### config.mk
export PLATFORM = sky130hd
export DESIGN_NAME = ber_tlv_stream_parser
export DESIGN_NICKNAME = d
export VERILOG_FILES = /design/src/hdl/bertlv_pkg.sv /design/src/hdl/bertlv_core.sv /design/src/hdl/bertlv_out_q.sv /design/src/hdl/ber_tlv_stream_parser.sv
export SDC_FILE = /design/constraint.sdc
export NUM_CORES = 1
export LEC_CHECK = 0
export BUFFER_PORTS_ARGS = -buffer_cell sky130_fd_sc_hd__buf_2
export CAP_MARGIN = 20
export CORE_ASPECT_RATIO = 1.4
export CORE_MARGIN = 2
export CORE_UTILIZATION = 51
export CTS_BUF_LIST = sky130_fd_sc_hd__clkbuf_16
export DETAILED_ROUTE_END_ITERATION = 10
export GPL_TIMING_DRIVEN = 0
export PLACE_DENSITY = 0.81
export SETUP_SLACK_MARGIN = 0.3
export SYNTH_ARGS = -nofsm -noshare
export SYNTH_HDL_FRONTEND = slang
export SYNTH_HIERARCHICAL = 1
export SYNTH_SLANG_ARGS = --single-unit
### constraint.sdc
create_clock -name aclk -period 6.7 [get_ports aclk]
set_input_delay 1.005 -clock aclk [delete_from_list [all_inputs] [get_ports aclk]]
set_output_delay 1.005 -clock aclk [all_outputs]
set_load 0.02 [all_outputs]
### src/hdl/bertlv_pkg.sv
// ---------------------------------------------------------------------------
// bertlv_pkg
// Shared types and codes for the BER-TLV stream parser.
// ---------------------------------------------------------------------------
package bertlv_pkg;

    localparam int DEF_MAX_TAG_BYTES = 4;
    localparam int DEF_MAX_LEN_BYTES = 4;

    localparam logic [2:0] EV_NONE = 3'd0;
    localparam logic [2:0] EV_TAG  = 3'd1;
    localparam logic [2:0] EV_LEN  = 3'd2;
    localparam logic [2:0] EV_VAL  = 3'd3;
    localparam logic [2:0] EV_ERR  = 3'd4;

    localparam logic [1:0] ERR_NONE  = 2'd0;
    localparam logic [1:0] ERR_TRUNC = 2'd1;
    localparam logic [1:0] ERR_LONG  = 2'd2;

    localparam logic [7:0] CONS_MASK = 8'h20;
    localparam logic [7:0] TAG_MASK  = 8'h1F;
    localparam logic [7:0] MSB_MASK  = 8'h80;
    localparam logic [7:0] LOW_MASK  = 8'h7F;

    typedef struct packed {
        logic [7:0] data_byte;
        logic       buffer_end;
    } in_word_t;

    typedef struct packed {
        logic [2:0]  event_kind;
        logic [31:0] tag_value;
        logic        constructed;
        logic [31:0] length_value;
        logic [7:0]  value_out;
        logic        value_last;
        logic [1:0]  error_code;
    } out_word_t;

endpackage

### src/hdl/bertlv_core.sv
// ---------------------------------------------------------------------------
// bertlv_core
// Parse state registers and the per-byte decode; one byte per step.
// ---------------------------------------------------------------------------
module bertlv_core #(
    parameter int MAX_TAG_BYTES = bertlv_pkg::DEF_MAX_TAG_BYTES,
    parameter int MAX_LEN_BYTES = bertlv_pkg::DEF_MAX_LEN_BYTES
) (
    input  logic                  aclk,
    input  logic                  aresetn,
    input  logic                  step,
    input  bertlv_pkg::in_word_t  in_word,
    output bertlv_pkg::out_word_t out_word
);

    localparam int TCW = $clog2(MAX_TAG_BYTES + 1);
    localparam int LLW = $clog2(MAX_LEN_BYTES + 1);

    localparam logic [2:0] PH_TAG0 = 3'd0;
    localparam logic [2:0] PH_TAGN = 3'd1;
    localparam logic [2:0] PH_LEN0 = 3'd2;
    localparam logic [2:0] PH_LENN = 3'd3;
    localparam logic [2:0] PH_VAL  = 3'd4;
    localparam logic [2:0] PH_SKIP = 3'd5;

    logic [2:0]     phase_reg, phase_next;
    logic [31:0]    tag_reg, tag_next;
    logic [TCW-1:0] tcnt_reg, tcnt_next;
    logic           cons_reg, cons_next;
    logic [31:0]    len_reg, len_next;
    logic [LLW-1:0] lleft_reg, lleft_next;
    logic [31:0]    vleft_reg, vleft_next;

    logic [7:0] b;
    logic       last;
    logic       do_tag, do_len, do_val, val_last, err;
    logic [1:0] err_code;
    logic       len_trunc;

    assign b    = in_word.data_byte;
    assign last = in_word.buffer_end;

    always_comb begin
        phase_next = phase_reg;
        tag_next   = tag_reg;
        tcnt_next  = tcnt_reg;
        cons_next  = cons_reg;
        len_next   = len_reg;
        lleft_next = lleft_reg;
        vleft_next = vleft_reg;
        do_tag     = 1'b0;
        do_len     = 1'b0;
        do_val     = 1'b0;
        val_last   = 1'b0;
        err        = 1'b0;
        err_code   = bertlv_pkg::ERR_NONE;
        unique case (phase_reg)
            PH_TAG0: begin
                tag_next  = {24'd0, b};
                tcnt_next = TCW'(1);
                cons_next = (b & bertlv_pkg::CONS_MASK) == bertlv_pkg::CONS_MASK;
                if ((b & bertlv_pkg::TAG_MASK) == bertlv_pkg::TAG_MASK) begin
                    if (last) begin
                        err      = 1'b1;
                        err_code = bertlv_pkg::ERR_TRUNC;
                    end else begin
                        phase_next = PH_TAGN;
                    end
                end else begin
                    do_tag = 1'b1;
                end
            end
            PH_TAGN: begin
                if (tcnt_reg >= TCW'(MAX_TAG_BYTES) || tag_reg[31:24] != 8'd0) begin
                    err      = 1'b1;
                    err_code = bertlv_pkg::ERR_LONG;
                end else begin
                    tag_next  = {tag_reg[23:0], b};
                    tcnt_next = tcnt_reg + TCW'(1);
                    if (b[7] && (b & bertlv_pkg::LOW_MASK) != 8'd0) begin
                        if (last) begin
                            err      = 1'b1;
                            err_code = bertlv_pkg::ERR_TRUNC;
                        end
                    end else begin
                        do_tag = 1'b1;
                    end
                end
            end
            PH_LEN0: begin
                len_next = 32'd0;
                if ((b & bertlv_pkg::MSB_MASK) == bertlv_pkg::MSB_MASK) begin
                    if (b[6:0] > 7'(MAX_LEN_BYTES)) begin
                        err      = 1'b1;
                        err_code = bertlv_pkg::ERR_LONG;
                    end else if (b[6:0] == 7'd0) begin
                        do_len = 1'b1;
                    end else if (last) begin
                        err      = 1'b1;
                        err_code = bertlv_pkg::ERR_TRUNC;
                    end else begin
                        lleft_next = LLW'(b[6:0]);
                        phase_next = PH_LENN;
                    end
                end else begin
                    len_next = {24'd0, b};
                    do_len   = 1'b1;
                end
            end
            PH_LENN: begin
                if (len_reg[31:24] != 8'd0) begin
                    err      = 1'b1;
                    err_code = bertlv_pkg::ERR_LONG;
                end else begin
                    len_next   = {len_reg[23:0], b};
                    lleft_next = lleft_reg - LLW'(1);
                    if (lleft_next == LLW'(0)) begin
                        do_len = 1'b1;
                    end else if (last) begin
                        err      = 1'b1;
                        err_code = bertlv_pkg::ERR_TRUNC;
                    end
                end
            end
            PH_VAL: begin
                vleft_next = vleft_reg - 32'd1;
                if (vleft_next == 32'd0) begin
                    do_val     = 1'b1;
                    val_last   = 1'b1;
                    phase_next = PH_TAG0;
                end else if (last) begin
                    err      = 1'b1;
                    err_code = bertlv_pkg::ERR_TRUNC;
                end else begin
                    do_val = 1'b1;
                end
            end
            default: begin
            end
        endcase

        // tag done / length done, with truncation check
        if (do_tag) begin
            if (last) begin
                do_tag   = 1'b0;
                err      = 1'b1;
                err_code = bertlv_pkg::ERR_TRUNC;
            end else begin
                phase_next = PH_LEN0;
            end
        end
        len_trunc = do_len && last && len_next != 32'd0;
        if (len_trunc) begin
            do_len   = 1'b0;
            err      = 1'b1;
            err_code = bertlv_pkg::ERR_TRUNC;
        end else if (do_len) begin
            vleft_next = len_next;
            phase_next = (len_next == 32'd0) ? PH_TAG0 : PH_VAL;
        end

        if (err) begin
            phase_next = PH_SKIP;
        end
        if (last) begin
            phase_next = PH_TAG0;
        end

        out_word              = '0;
        if (err) begin
            out_word.event_kind = bertlv_pkg::EV_ERR;
            out_word.error_code = err_code;
        end else if (do_tag) begin
            out_word.event_kind  = bertlv_pkg::EV_TAG;
            out_word.tag_value   = tag_next;
            out_word.constructed = cons_next;
        end else if (do_len) begin
            out_word.event_kind   = bertlv_pkg::EV_LEN;
            out_word.length_value = len_next;
        end else if (do_val) begin
            out_word.event_kind = bertlv_pkg::EV_VAL;
            out_word.value_out  = b;
            out_word.value_last = val_last;
        end
    end

    always_ff @(posedge aclk) begin
        if (!aresetn) begin
            phase_reg <= PH_TAG0;
            tag_reg   <= '0;
            tcnt_reg  <= '0;
            cons_reg  <= 1'b0;
            len_reg   <= '0;
            lleft_reg <= '0;
            vleft_reg <= '0;
        end else if (step) begin
            phase_reg <= phase_next;
            tag_reg   <= tag_next;
            tcnt_reg  <= tcnt_next;
            cons_reg  <= cons_next;
            len_reg   <= len_next;
            lleft_reg <= lleft_next;
            vleft_reg <= vleft_next;
        end
    end

endmodule

### src/hdl/bertlv_out_q.sv
// ---------------------------------------------------------------------------
// bertlv_out_q
// Two-entry result buffer; takes a new word while one waits downstream.
// ---------------------------------------------------------------------------
module bertlv_out_q (
    input  logic                  aclk,
    input  logic                  aresetn,
    input  logic                  wr_en,
    input  bertlv_pkg::out_word_t wr_word,
    output logic                  wr_ready,
    output logic                  m_valid,
    input  logic                  m_ready,
    output bertlv_pkg::out_word_t m_data
);

    bertlv_pkg::out_word_t mem_reg [2];
    logic [1:0] cnt_reg, cnt_next;
    logic       wptr_reg, rptr_reg;
    logic       rd_en;

    assign wr_ready = cnt_reg != 2'd2;
    assign m_valid  = cnt_reg != 2'd0;
    assign m_data   = mem_reg[rptr_reg];
    assign rd_en    = m_valid && m_ready;

    always_comb begin
        cnt_next = cnt_reg + {1'b0, wr_en} - {1'b0, rd_en};
    end

    always_ff @(posedge aclk) begin
        if (wr_en) begin
            mem_reg[wptr_reg] <= wr_word;
        end
    end

    always_ff @(posedge aclk) begin
        if (!aresetn) begin
            cnt_reg  <= 2'd0;
            wptr_reg <= 1'b0;
            rptr_reg <= 1'b0;
        end else begin
            cnt_reg <= cnt_next;
            if (wr_en) begin
                wptr_reg <= ~wptr_reg;
            end
            if (rd_en) begin
                rptr_reg <= ~rptr_reg;
            end
        end
    end

endmodule

### src/hdl/ber_tlv_stream_parser.sv
// ---------------------------------------------------------------------------
// ber_tlv_stream_parser
// BER-TLV byte stream parser: one result word per input byte.
// Each result word is written into the buffer as its byte is accepted and is valid from the next cycle.
// Throughput: one byte per cycle while the result buffer has room; the decode step is combinational.
// A two-entry result buffer keeps input flowing while a result waits.
// Reset: synchronous active-low aresetn; parser expects a tag, buffer empty.
// ---------------------------------------------------------------------------
module ber_tlv_stream_parser #(
    parameter int MAX_TAG_BYTES = bertlv_pkg::DEF_MAX_TAG_BYTES,
    parameter int MAX_LEN_BYTES = bertlv_pkg::DEF_MAX_LEN_BYTES
) (
    input  logic                  aclk,
    input  logic                  aresetn,
    input  logic                  s_valid,
    output logic                  s_ready,
    input  bertlv_pkg::in_word_t  s_data,
    output logic                  m_valid,
    input  logic                  m_ready,
    output bertlv_pkg::out_word_t m_data
);

    logic                  step;
    bertlv_pkg::out_word_t res_word;

    assign step = s_valid && s_ready;

    bertlv_core #(
        .MAX_TAG_BYTES(MAX_TAG_BYTES),
        .MAX_LEN_BYTES(MAX_LEN_BYTES)
    ) u_core (
        .aclk    (aclk),
        .aresetn (aresetn),
        .step    (step),
        .in_word (s_data),
        .out_word(res_word)
    );

    bertlv_out_q u_out_q (
        .aclk    (aclk),
        .aresetn (aresetn),
        .wr_en   (step),
        .wr_word (res_word),
        .wr_ready(s_ready),
        .m_valid (m_valid),
        .m_ready (m_ready),
        .m_data  (m_data)
    );

endmodule
## Word level (Yosys, flattened, before mapping)

Memories as Yosys holds them, arrays and structs flattened. A register that Yosys moved wholly into a read port is not among the register bits.
Cells that the tools add are included.
Widths: inputs -> output; s select.

- Flip-flop bits (word level): 110
- RAM bits: 158
- Input bits: 13
- Output and inout bits: 81
- Word-level logic and storage cells: 141
- Memories kept: 1

Memories:

| name | depth | bits a word | read ports | clocked after Yosys merged registers in | wr ports | line | text |
|---|---|---|---|---|---|---|---|
| u_out_q.mem_reg | 2 | 79 | 1 | 1 | 1 | bertlv_out_q.sv:16 | `bertlv_pkg::out_word_t mem_reg [2];` |

- Add/subtract/negate cells: 5
- Magnitude comparators: 2
- Equality and inequality tests: 12
- Mux-type cells: 89
- Bitwise operators: 2
- Reductions and logical operators: 20

Operator list:

| kind | number |
|---|---|
| $mux 32 | 6 |
| $pmux 32 s2 | 2 |
| $mux 74 | 1 |
| $logic_not 32->1 | 2 |
| $mux 3 | 19 |
| $mux 41 | 1 |
| $mux 1 | 35 |
| $mux 33 | 1 |
| $reduce_bool 32->1 | 1 |
| $sub 32x1->32 const B | 1 |
| $mux 2 | 14 |
| $reduce_bool 8->1 | 3 |
| $mux 9 | 2 |
| $ne 2x2->1 const B | 7 |
| $pmux 3 s2 | 2 |
| $pmux 2 s5 | 1 |
| $pmux 3 s3 | 1 |
| $gt 7x3->1 const B | 1 |
| $logic_not 7->1 | 1 |
| $mux 7 | 1 |
| $reduce_and 7->1 | 1 |
| $eq 3x2->1 const B | 2 |
| $logic_not 3->1 | 2 |
| $reduce_bool 2->1 | 3 |
| other kinds (14) | 20 |

## Depth between registers and ports, before layout

Gate-level depths: netlist (run 1).

- Depth in word-level cells: 11
- Mapped depth: 11
- Depth with buffers taken out: 9

## Cells and area by module

Netlist (run 1), hierarchy kept.

Modules (own cells, without submodules):

| module | times used | cells each | area an instance (µm²) | sequential area each (µm²) |
|---|---|---|---|---|
| bertlv_core | 1 | 852 | 6419.9 | 2122.0 |
| bertlv_out_q | 1 | 269 | 5977.0 | 4844.6 |
| ber_tlv_stream_parser | 1 | 1 | 6.3 | 0.0 |

## Least setup slack after synthesis (run 1)

Ideal clock, no wire load.

- Path type: input -> register
- From: in s_valid
- To: mem u_out_q/mem_reg[0][0] in the netlist's numbering (enable)
- Data arrival time: 4816 ps
- Required time: 6173 ps
- Path slack: 1357 ps
- Stages on the path: 2
- Path buffers: 0
- Path through: and2_1 > nor2b_1

- Word-level cells in the longest chain between the ends: 3

RTL lines:

| element | line | text |
|---|---|---|
| start, declared | ber_tlv_stream_parser.sv:15 | `input logic s_valid,` |
| $logic_and 1x1->1 | ber_tlv_stream_parser.sv:26 | `assign step = s_valid && s_ready;` |
| $mux 1 | bertlv_out_q.sv:31 | `if (wr_en) begin` |
| $mux 1 (implied by the code) | bertlv_out_q.sv:32 | `mem_reg[wptr_reg] <= wr_word;` |
| end, declared | bertlv_out_q.sv:16 |  |

Every way passes these cells.

==> flow_summary.ini, run 1 <==
[clock_network]
cts-buffers-inserted = 27
clk_path_buf_depth = 3
htree_num_levels = 1
cts.sinks = 269
worstSkewPairLatency_ns = 0.53
post_cts_buffers = 0
clk_transition_reported_paths_ns = 0.07
cts_resized = 0
ctsHoldBuffers = 0
tritoncts = done
cts-root-buf = clkbuf_16

[status]
outcome = finished clean

[cells_and_area]
n_antenna_cell = 0
area_growth_pct = 14.2
num-nets-final = 1263
drive_above_1_share_pct = 19.5
largest_register_ffs = 158
ff_latch_area_um2 = 6970
final_cells = 1573
n_fill_cell = 1996
multiInputGateArea_um2 = 5000
final_util_pct = 59.3

[detailed_routing]
drt-initial-drc-count = 1053
drc_errors = 0
num_vias = 9973
firstDrtPassIters = 5
antenna_left = 0
wirelength_um = 34700
wl_per_cell_um = 22.0
via_per_inst = 6.34

[sta]
min_period_ns = 3.72
slew_viol_final = 0
worst_slew_pin_slew_ns = 1.11
fin_worst_skew_ns = 0.0120
timing.hold.ws_ns = 0.474
slew_headroom_pct = 25.9
fmax_ghz = 0.269
rsz0062_at_grt = no
setup_violations = 0
hold_viol = 0
finalCritPeriodShare_pct = 55.5

[placement]
post-dp-hpwl_um = 24500
io_buffers = 88
place.gp.congestion = 0.961
dp.cells = 1523

[synth]
synth_seq_cells = 269
synthCells = 1122
synth.avg_cell_area_um2 = 11.1
syn_area_um2 = 12400
yosysWarningCount = 6
synth_ff_type = edfxtp_1
synthDistinctLibCells = 77
async_reset_ff_share_pct = 0
synth_edf_count = 158
syn_nets = 1143
synth-seq-area-share_pct = 56.2

[flow_run]
maxCapViolCount = 0

[min_path]
min_path_type = reg -> reg
min_to = u_core/tcnt_reg[1]
min_from = u_core/tcnt_reg[1]
whs_path_depth = 2

[grt]
grt_pass1_wl_um = 52700
first_global_vias = 9672
antenna_found_initial = 0
grt_use_total_pct = 26.4
grt_max_degree = 67
grt_overflow = 0

[critical_path]
regToRegStartpoint = u_core/vleft_reg[3]
cp_data_required_time_ns = 6.99
crit_arrival_ns = 4.01
worstPathMaxFanout = 10
crit_path_end_kind = flop
ff2ff_setup_slack_ns = 2.98
ff2ff_path_depth = 9
critPathKind = reg -> reg
startpoint_type = flop
r2r-end = u_out_q/mem_reg[0][78]

[power]
p_sw_share_pct = 32.4
power_switching_mw = 1.56
power_frac_seq_pct = 41.9
powerDensity_nw_per_um2 = 339
power_frac_comb_pct = 27.8
leakage_nw = 4.97
clockPowerShare_pct = 30.2
total_power_mw = 4.80
p_int_mw = 3.25
ir_worst_vdd_uv = 248

[floorplanning]
core.rowCount = 67
boundaryPins = 94
dieArea_um2 = 25600
die_y_um = 189
core_area_um2 = 23900
start_util_pct = 51.9
fp.dieW_um = 136
## stage by stage
stage               setup TNS [ns]  cell area [um^2]  worst slack (ns)
global route                     0             14200              2.82
global placement            -54.76             13200            -0.705
CTS                              0             14200              3.06
finish                           0             14200              2.98
floorplan                        0             12400              1.36
detailed placement               0             13300              2.74
## final cells by class
type                            count  area share, %
Timing Repair Buffer               91           3.59
Multi-Input combinational cell    753           35.3
Buffer                             84           2.70
Inverter                           16          0.424
Sequential cell                   269           49.2
Clock buffer                       27           4.77
Clock inverter                     23           1.25
Tap cell                          310           2.74
## synthesized netlist by cell type, types with 4 or more instances
cell / instances / area (um^2)
nor3_1: 31 / 155
o32ai_1: 4 / 35.0
o21a_1: 5 / 37.5
nand3_1: 25 / 125
edfxtp_1: 158 / 4740
a211oi_1: 6 / 45.0
nand4_1: 8 / 50.1
or3_1: 21 / 131
or4_1: 7 / 52.6
a22oi_1: 102 / 766
o21ai_0: 33 / 165
nand2_1: 57 / 214
a41oi_1: 9 / 78.8
clkbuf_1: 62 / 233
dfxtp_1: 111 / 2220
nor2_1: 152 / 571
and2_1: 15 / 93.8
o211ai_1: 6 / 45.0
a31oi_1: 6 / 37.5
nand2b_1: 7 / 43.8
mux2_2: 69 / 777
o22ai_1: 10 / 62.6
a21oi_1: 34 / 170
mux2_4: 10 / 150
buf_2: 12 / 60.1
nor4_1: 21 / 131
mux2i_1: 15 / 150
nor2b_1: 6 / 37.5
o31ai_1: 12 / 90.1
ha_1: 8 / 100
inv_1: 16 / 60.1
buf_6: 6 / 67.6
and3_1: 6 / 37.5
## power by group through the flow
stage	combinational [mW]	sequential [mW]	clock, mW
CTS	1.33	2.01	1.46
global placement	1.29	2.06	0
finish	1.34	2.01	1.45
global route	1.42	2.03	1.53
detailed placement	1.33	2.05	0
floorplan	0.933	2.03	0
## logic make-up (layout without fill, tap and decap cells)
| kind of cell | after synthesis | count (layout) | share of synthesized area (%) |
|---|---|---|---|
| flip-flops | 269 | 269 | 56.2 |
| AO/OA/AOI/OAI | 264 | 264 | 15.3 |
| buffers and inverters | 100 | 241 | 3.57 |
| adder cells (fa/ha/maj) | 8 | 8 | 0.807 |
| XOR/XNOR | 6 | 6 | 0.535 |
| multiplexers | 94 | 94 | 8.69 |
| AND/OR/NAND/NOR | 381 | 381 | 15.0 |
## worst max path at each step
stage	from	end	slack [ns]	cells past startpoint
after floorplan	s_valid	u_out_q/mem_reg[0][0]	1.36	2
after global placement	s_valid	u_out_q/mem_reg[0][73]	-0.71	3
after detailed placement	s_data[3]	u_out_q/mem_reg[1][66]	2.74	10
after CTS	u_core/vleft_reg[3]	u_out_q/mem_reg[1][78]	3.06	9
after global routing	u_core/vleft_reg[6]	u_out_q/mem_reg[0][78]	2.82	9
final	u_core/vleft_reg[3]	u_out_q/mem_reg[0][78]	2.98	9
## worst max-delay path, cell delays in order, from the launching register on
cell	delay [ns]
dfxtp_1	0.30
clkbuf_1	0.23
nor4_2	0.66
nand4_1	0.48
or3_1	0.53
xnor2_1	0.15
or4_4	0.62
a21oi_1	0.21
a31oi_1	0.13
buf_4	0.16
## per-layer routing
| metal | track usage, % | share of wire, % | vias to the layer above |
|---|---|---|---|
| met3 | 4.41 | 7.3 | 118 |
| met1 | 31.4 | 38 | 4894 |
| met5 | 0 | 0 | - |
| met4 | 14.0 | 5.2 | 0 |
| met2 | 45.2 | 50 | 478 |
| li1 | - | - | 4483 |
## cells in the final DEF, fill, tap and decap left out, types with 6 or more instances in the layout
master / count
a211oi_1: 6
a21oi_1: 34
a22oi_1: 102
a31oi_1: 6
a41oi_1: 9
and2_1: 14
and3_1: 6
buf_2: 100
buf_6: 6
clkbuf_1: 62
clkbuf_16: 27
dfxtp_1: 111
edfxtp_1: 158
ha_1: 8
inv_1: 23
mux2_2: 69
mux2_4: 10
mux2i_1: 15
nand2_1: 57
nand2b_1: 7
nand3_1: 25
nand4_1: 8
nor2_1: 152
nor3_1: 31
nor4_1: 21
o211ai_1: 6
o21ai_0: 33
o22ai_1: 10
o31ai_1: 12
or3_1: 21
or4_1: 7
(Power assumes the default switching activity.)
==> inputs of run 2 (changes only) <==
- clock period: 6.7 -> 3.8 ns (I/O delays scaled with it)
==> run 2 against run 1 <==
Effect of this change: critical endpoint is now u_out_q/mem_reg[0][11]; global-route usage shrank 0.37 points; critical path type unchanged; combinational power rose by 78%; sequential power rose by 77%; core utilization fell by 0.089 points; maximum frequency grew 10%; worst hold slack got worse by 0.11 ns; total power up 73%; flip-flop and latch count unchanged; largest power group unchanged; sequential share of layout area increased by 0.074 points; clock skew rose by 0.0099 ns; first-iteration DRC count is 13% higher; largest cell class unchanged; worst setup slack lost 2.6 ns.
==> flow_summary.ini, run 2 (synthesized netlist as in run 1, its figures left out) <==
[grt]
grt_overflow = 0
grt_use_total_pct = 26.0
grt_pass1_wl_um = 52200
first_global_vias = 9741
antenna_found_initial = 0
grt_max_degree = 64

[placement]
placed_area_um2 = 13300
place.gp.congestion = 1.02
io_buffers = 88
post-dp-hpwl_um = 24000

[critical_path]
ff2ff_path_depth = 9
crit_path_end_kind = flop
cp_data_required_time_ns = 4.05
slowest_stage = o32ai_1
cp_common_cell = buf_2
path_cells = or4_1 > clkbuf_1 > o32ai_1 > a31oi_1 > and4_1 > a31oi_2 > buf_2 > buf_2 > nor2_1
critPathTopFamily = compound AO/OA/AOI/OAI gates
startpoint_type = flop
worstPathMaxFanout = 10
critPathKind = reg -> reg
cp.depth = 9
max_stage_delay_ns = 0.60
crit_arrival_ns = 3.63
critPathBufInv = 3

[clock_network]
clk_transition_reported_paths_ns = 0.06
cts-root-buf = clkbuf_16
cts.sinks = 269
clk_path_buf_depth = 3
worstSkewPairLatency_ns = 0.54
htree_num_levels = 1
tritoncts = done
cts-buffers-inserted = 26

[flow_run]
maxCapViolCount = 0

[sta]
worst_slew_pin_slew_ns = 0.962
slew_headroom_pct = 35.2
fin_worst_skew_ns = 0.0219
min_period_ns = 3.38
fmax_ghz = 0.296
slew_viol_final = 0
finalCritPeriodShare_pct = 89.0
hold_viol = 0
setup_violations = 0
rsz0062_at_grt = no

[cells_and_area]
final_util_pct = 59.2
largest_register_ffs = 158
mostFrequentLayoutCell = edfxtp_1
n_fill_cell = 1951
num-nets-final = 1265
area_growth_pct = 14.0
final_cell_mix = edfxtp_1 (158), nor2_1 (152), dfxtp_1 (111), a22oi_1 (102), buf_2 (100)
ff_latch_area_um2 = 6970
n_antenna_cell = 0
drive_above_1_share_pct = 19.7
final_cell_area_um2 = 14100
multiInputGateArea_um2 = 5030

[floorplanning]
start_util_pct = 51.9
core.rowCount = 67
core_area_um2 = 23900
dieArea_um2 = 25600
die_y_um = 189
boundaryPins = 94
fp.dieW_um = 136

[power]
p_sw_share_pct = 32.5
powerDensity_nw_per_um2 = 587
power_switching_mw = 2.70
clockPowerShare_pct = 28.5
power_frac_seq_pct = 42.9
p_int_mw = 5.60
ir_worst_vdd_uv = 530
power_frac_comb_pct = 28.6
leakage_nw = 4.98

[min_path]
whs_path_depth = 2
min_path_type = in -> reg

[detailed_routing]
top_layer = met4
wl_met1_um = 12500
via_per_inst = 6.33
antenna_left = 0
wl_per_cell_um = 21.7
wl_met3_um = 2870
drt-initial-drc-count = 1188
dr_wl_met2_um = 17000
firstDrtPassIters = 9
drc_errors = 0
wirelength_um = 34100
num_vias = 9964

[status]
outcome = finished clean
-- run 2: final cells by class --
cell class | instances | share of cell area, %
plain buffers | 84 | 2.71
clock buffers | 27 | 4.78
clock inverters | 21 | 0.743
inverters | 16 | 0.425
multi-input cells | 753 | 35.6
flip-flops and latches | 269 | 49.3
well taps | 310 | 2.74
repair buffers | 94 | 3.75
-- run 2: timing repair --
action	in CTS	in global routing
endpoints found under the setup margin	7	17
resized for setup	2	2
hold buffers	0	0
buffers inserted	0	3
pin swaps	1	1
-- run 2: per-stage QoR --
step	hold WS, ns	std cells	worst slack [ns]	setup TNS (ns)	power, mW
3_3_place_gp	0.457	1520	-0.978	-123.04	5.88
2_1_floorplan	0.443	1122	0.401	0	5.22
6_report	0.361	1574	0.419	0	8.30
5_1_grt	0.375	1574	0.296	0	8.61
3_5_place_dp	0.471	1523	0.153	0	5.94
4_1_cts	0.345	1571	0.314	0	8.29
-- run 2: final timing paths --
| check | start | to | slack (ns) |
|---|---|---|---|
| max reg2reg | u_core/len_reg[25] | u_out_q/mem_reg[0][11] | 0.42 |
| max | u_core/len_reg[25] | u_out_q/mem_reg[0][11] | 0.42 |
| min reg2reg | u_core/tcnt_reg[1] | u_core/tcnt_reg[1] | 0.48 |
| min | aresetn | u_out_q/wptr_reg | 0.36 |
-- run 2: layer usage --
layer	track usage, %	vias to the layer above
li1	-	4503
met1	30.8	4811
met2	45.0	519
met3	4.76	131
met4	12.9	0
met5	0	-
-- run 2: power groups by stage --
stage	logic, mW	clock network [mW]	registers [mW]
after floorplan	1.65	0	3.58
after global placement	2.26	0	3.61
after detailed placement	2.33	0	3.61
after CTS	2.34	2.40	3.55
after global routing	2.53	2.50	3.58
final	2.38	2.36	3.56
==> inputs of run 3 (changes only) <==
- CELL_PAD_IN_SITES_DETAIL_PLACEMENT: default -> 0
- CELL_PAD_IN_SITES_GLOBAL_PLACEMENT: default -> 2
- CORE_UTILIZATION: 51 -> 40
- PLACE_DENSITY: 0.81 -> 0.91
==> run 3 against run 2 <==
Effect of this change: flip-flop and latch count unchanged; sequential power about the same; critical path depth unchanged; via count down 3.0%; largest power group unchanged; core utilization down 13 points; cell count up 5.0%; sequential share of layout area down 0.35 points; worst hold slack better by 0.0066 ns.
==> flow_summary.ini, run 3 (synthesized netlist as in run 1, its figures left out) <==
[critical_path]
critPathTopFamily = compound AO/OA/AOI/OAI gates
max_stage_delay_ns = 0.63
cp_data_required_time_ns = 4.09
slowest_stage = o32ai_1
startpoint_type = flop
critPathBufInv = 3
regToRegStartpoint = u_core/len_reg[25]
path_cells = or4_1 > clkbuf_1 > o32ai_1 > a31oi_1 > and4_1 > a31oi_2 > buf_2 > buf_2 > nor2_1
cp-startpoint = u_core/len_reg[25]
cp_common_cell = buf_2
r2r-end = u_out_q/mem_reg[1][19]
worstPathMaxFanout = 10
crit_arrival_ns = 3.69
crit_path_end_kind = flop
critPathKind = reg -> reg
ff2ff_setup_slack_ns = 0.40
ff2ff_path_depth = 9

[clock_network]
cts-root-buf = clkbuf_16
clk_path_buf_depth = 3
clk_transition_reported_paths_ns = 0.06
cts.sinks = 269
tritoncts = done
cts-buffers-inserted = 26
htree_num_levels = 1
worstSkewPairLatency_ns = 0.56
ctsHoldBuffers = 0

[sta]
finalCritPeriodShare_pct = 89.5
fin_worst_skew_ns = 0.00968
min_period_ns = 3.40
setup_violations = 0
worst_slew_pin_slew_ns = 1.02
tns_ns = 0
slew_headroom_pct = 31.7
hold_viol = 0
slew_viol_final = 0
fmax_ghz = 0.294
rsz0062_at_grt = no

[floorplanning]
die_y_um = 212
core_area_um2 = 30600
core.rowCount = 76
dieArea_um2 = 32500
boundaryPins = 94
start_util_pct = 40.5
fp.dieW_um = 153

[cells_and_area]
final_cell_mix = edfxtp_1 (158), nor2_1 (152), dfxtp_1 (111), a22oi_1 (102), buf_2 (100)
final_cell_area_um2 = 14200
n_fill_cell = 2900
num-nets-final = 1263
n_antenna_cell = 0
largest_register_ffs = 158
area_growth_pct = 14.8
drive_above_1_share_pct = 19.5
mostFrequentLayoutCell = edfxtp_1

[min_path]
min_to = u_core/tag_reg[6]
min_from = s_data[7]
whs_path_depth = 3
min_path_type = in -> reg

[placement]
placed_area_um2 = 13400
post-dp-hpwl_um = 27000
place.gp.congestion = 0.923
io_buffers = 88

[grt]
grt_max_degree = 61
gr-max-usage-layer = met2
use_met2_pct = 41.3
met3_usage_pct = 2.67
use_met1_pct = 25.0
grt_overflow = 0
grt_use_total_pct = 22.4
grt_pass1_wl_um = 56200
antenna_found_initial = 0
first_global_vias = 9569

[detailed_routing]
drt-initial-drc-count = 620
drc_errors = 0
wl_per_cell_um = 22.4
firstDrtPassIters = 5
wirelength_um = 36900
num_vias = 9663
via_per_inst = 5.85
antenna_left = 0

[status]
outcome = finished clean

[power]
powerDensity_nw_per_um2 = 585
ir_worst_vdd_uv = 344
leakage_nw = 4.98

[flow_run]
maxCapViolCount = 0
-- run 3: worst max path at each step --
stage	cells after the start	endpoint	slack, ns
after floorplan	4	u_out_q/mem_reg[0][0]	0.40
after global placement	3	u_out_q/mem_reg[0][37]	-1.17
after detailed placement	10	u_out_q/mem_reg[0][47]	-0.05
after CTS	9	u_out_q/mem_reg[1][19]	0.40
after global routing	9	u_out_q/mem_reg[1][19]	0.31
final	9	u_out_q/mem_reg[1][19]	0.40
-- run 3: what timing repair did --
| action | CTS | global route |
|---|---|---|
| endpoints found under the setup margin | 26 | 18 |
| buffers inserted | 1 | 0 |
| hold endpoints to repair | 0 | 0 |
| pin swaps | 1 | 0 |
| resized for setup | 3 | 2 |
-- run 3: tightest hold or removal path: cells and delay by family --
kind | cells | cell delay, ns
AO/OA/AOI/OAI | 1 | 0.05
buffers and inverters | 1 | 0.17
AND/OR/NAND/NOR | 1 | 0.08
-- run 3: routing by layer --
layer / wire (um) / vias to the layer above
li1: - / 4501
met1: 13900 / 4712
met2: 19400 / 341
met3: 1640 / 109
met4: 2060 / 0
met5: 0 / -
-- run 3: report_power, final --
part           switching (mW)  internal (mW)
logic                    1.51          0.871
clock network            1.11           1.29
registers               0.123           3.42
total                    2.75           5.59
-- run 3: through the flow --
step	setup slack, ns	power (mW)	hold WS, ns	util (%)	std cells
floorplan	0.401	5.22	0.443	-	1122
global placement	-1.17	5.96	0.459	43.5	1600
detailed placement	-0.0475	5.99	0.469	43.8	1603
CTS	0.399	8.40	0.353	46.5	1652
global route	0.314	8.71	0.347	46.5	1652
finish	0.401	8.34	0.367	46.5	1652
-- run 3: layout make-up --
cell class | count | area, um^2 | share of cell area [%]
sequential | 269 | 6970 | 48.9
multi-input combinational | 753 | 5040 | 35.4
clock buffer | 27 | 676 | 4.74
timing repair buffer | 92 | 515 | 3.62
tap | 390 | 488 | 3.43
buffer | 84 | 383 | 2.69
clock inverter | 21 | 118 | 0.826
inverter | 16 | 60.1 | 0.422
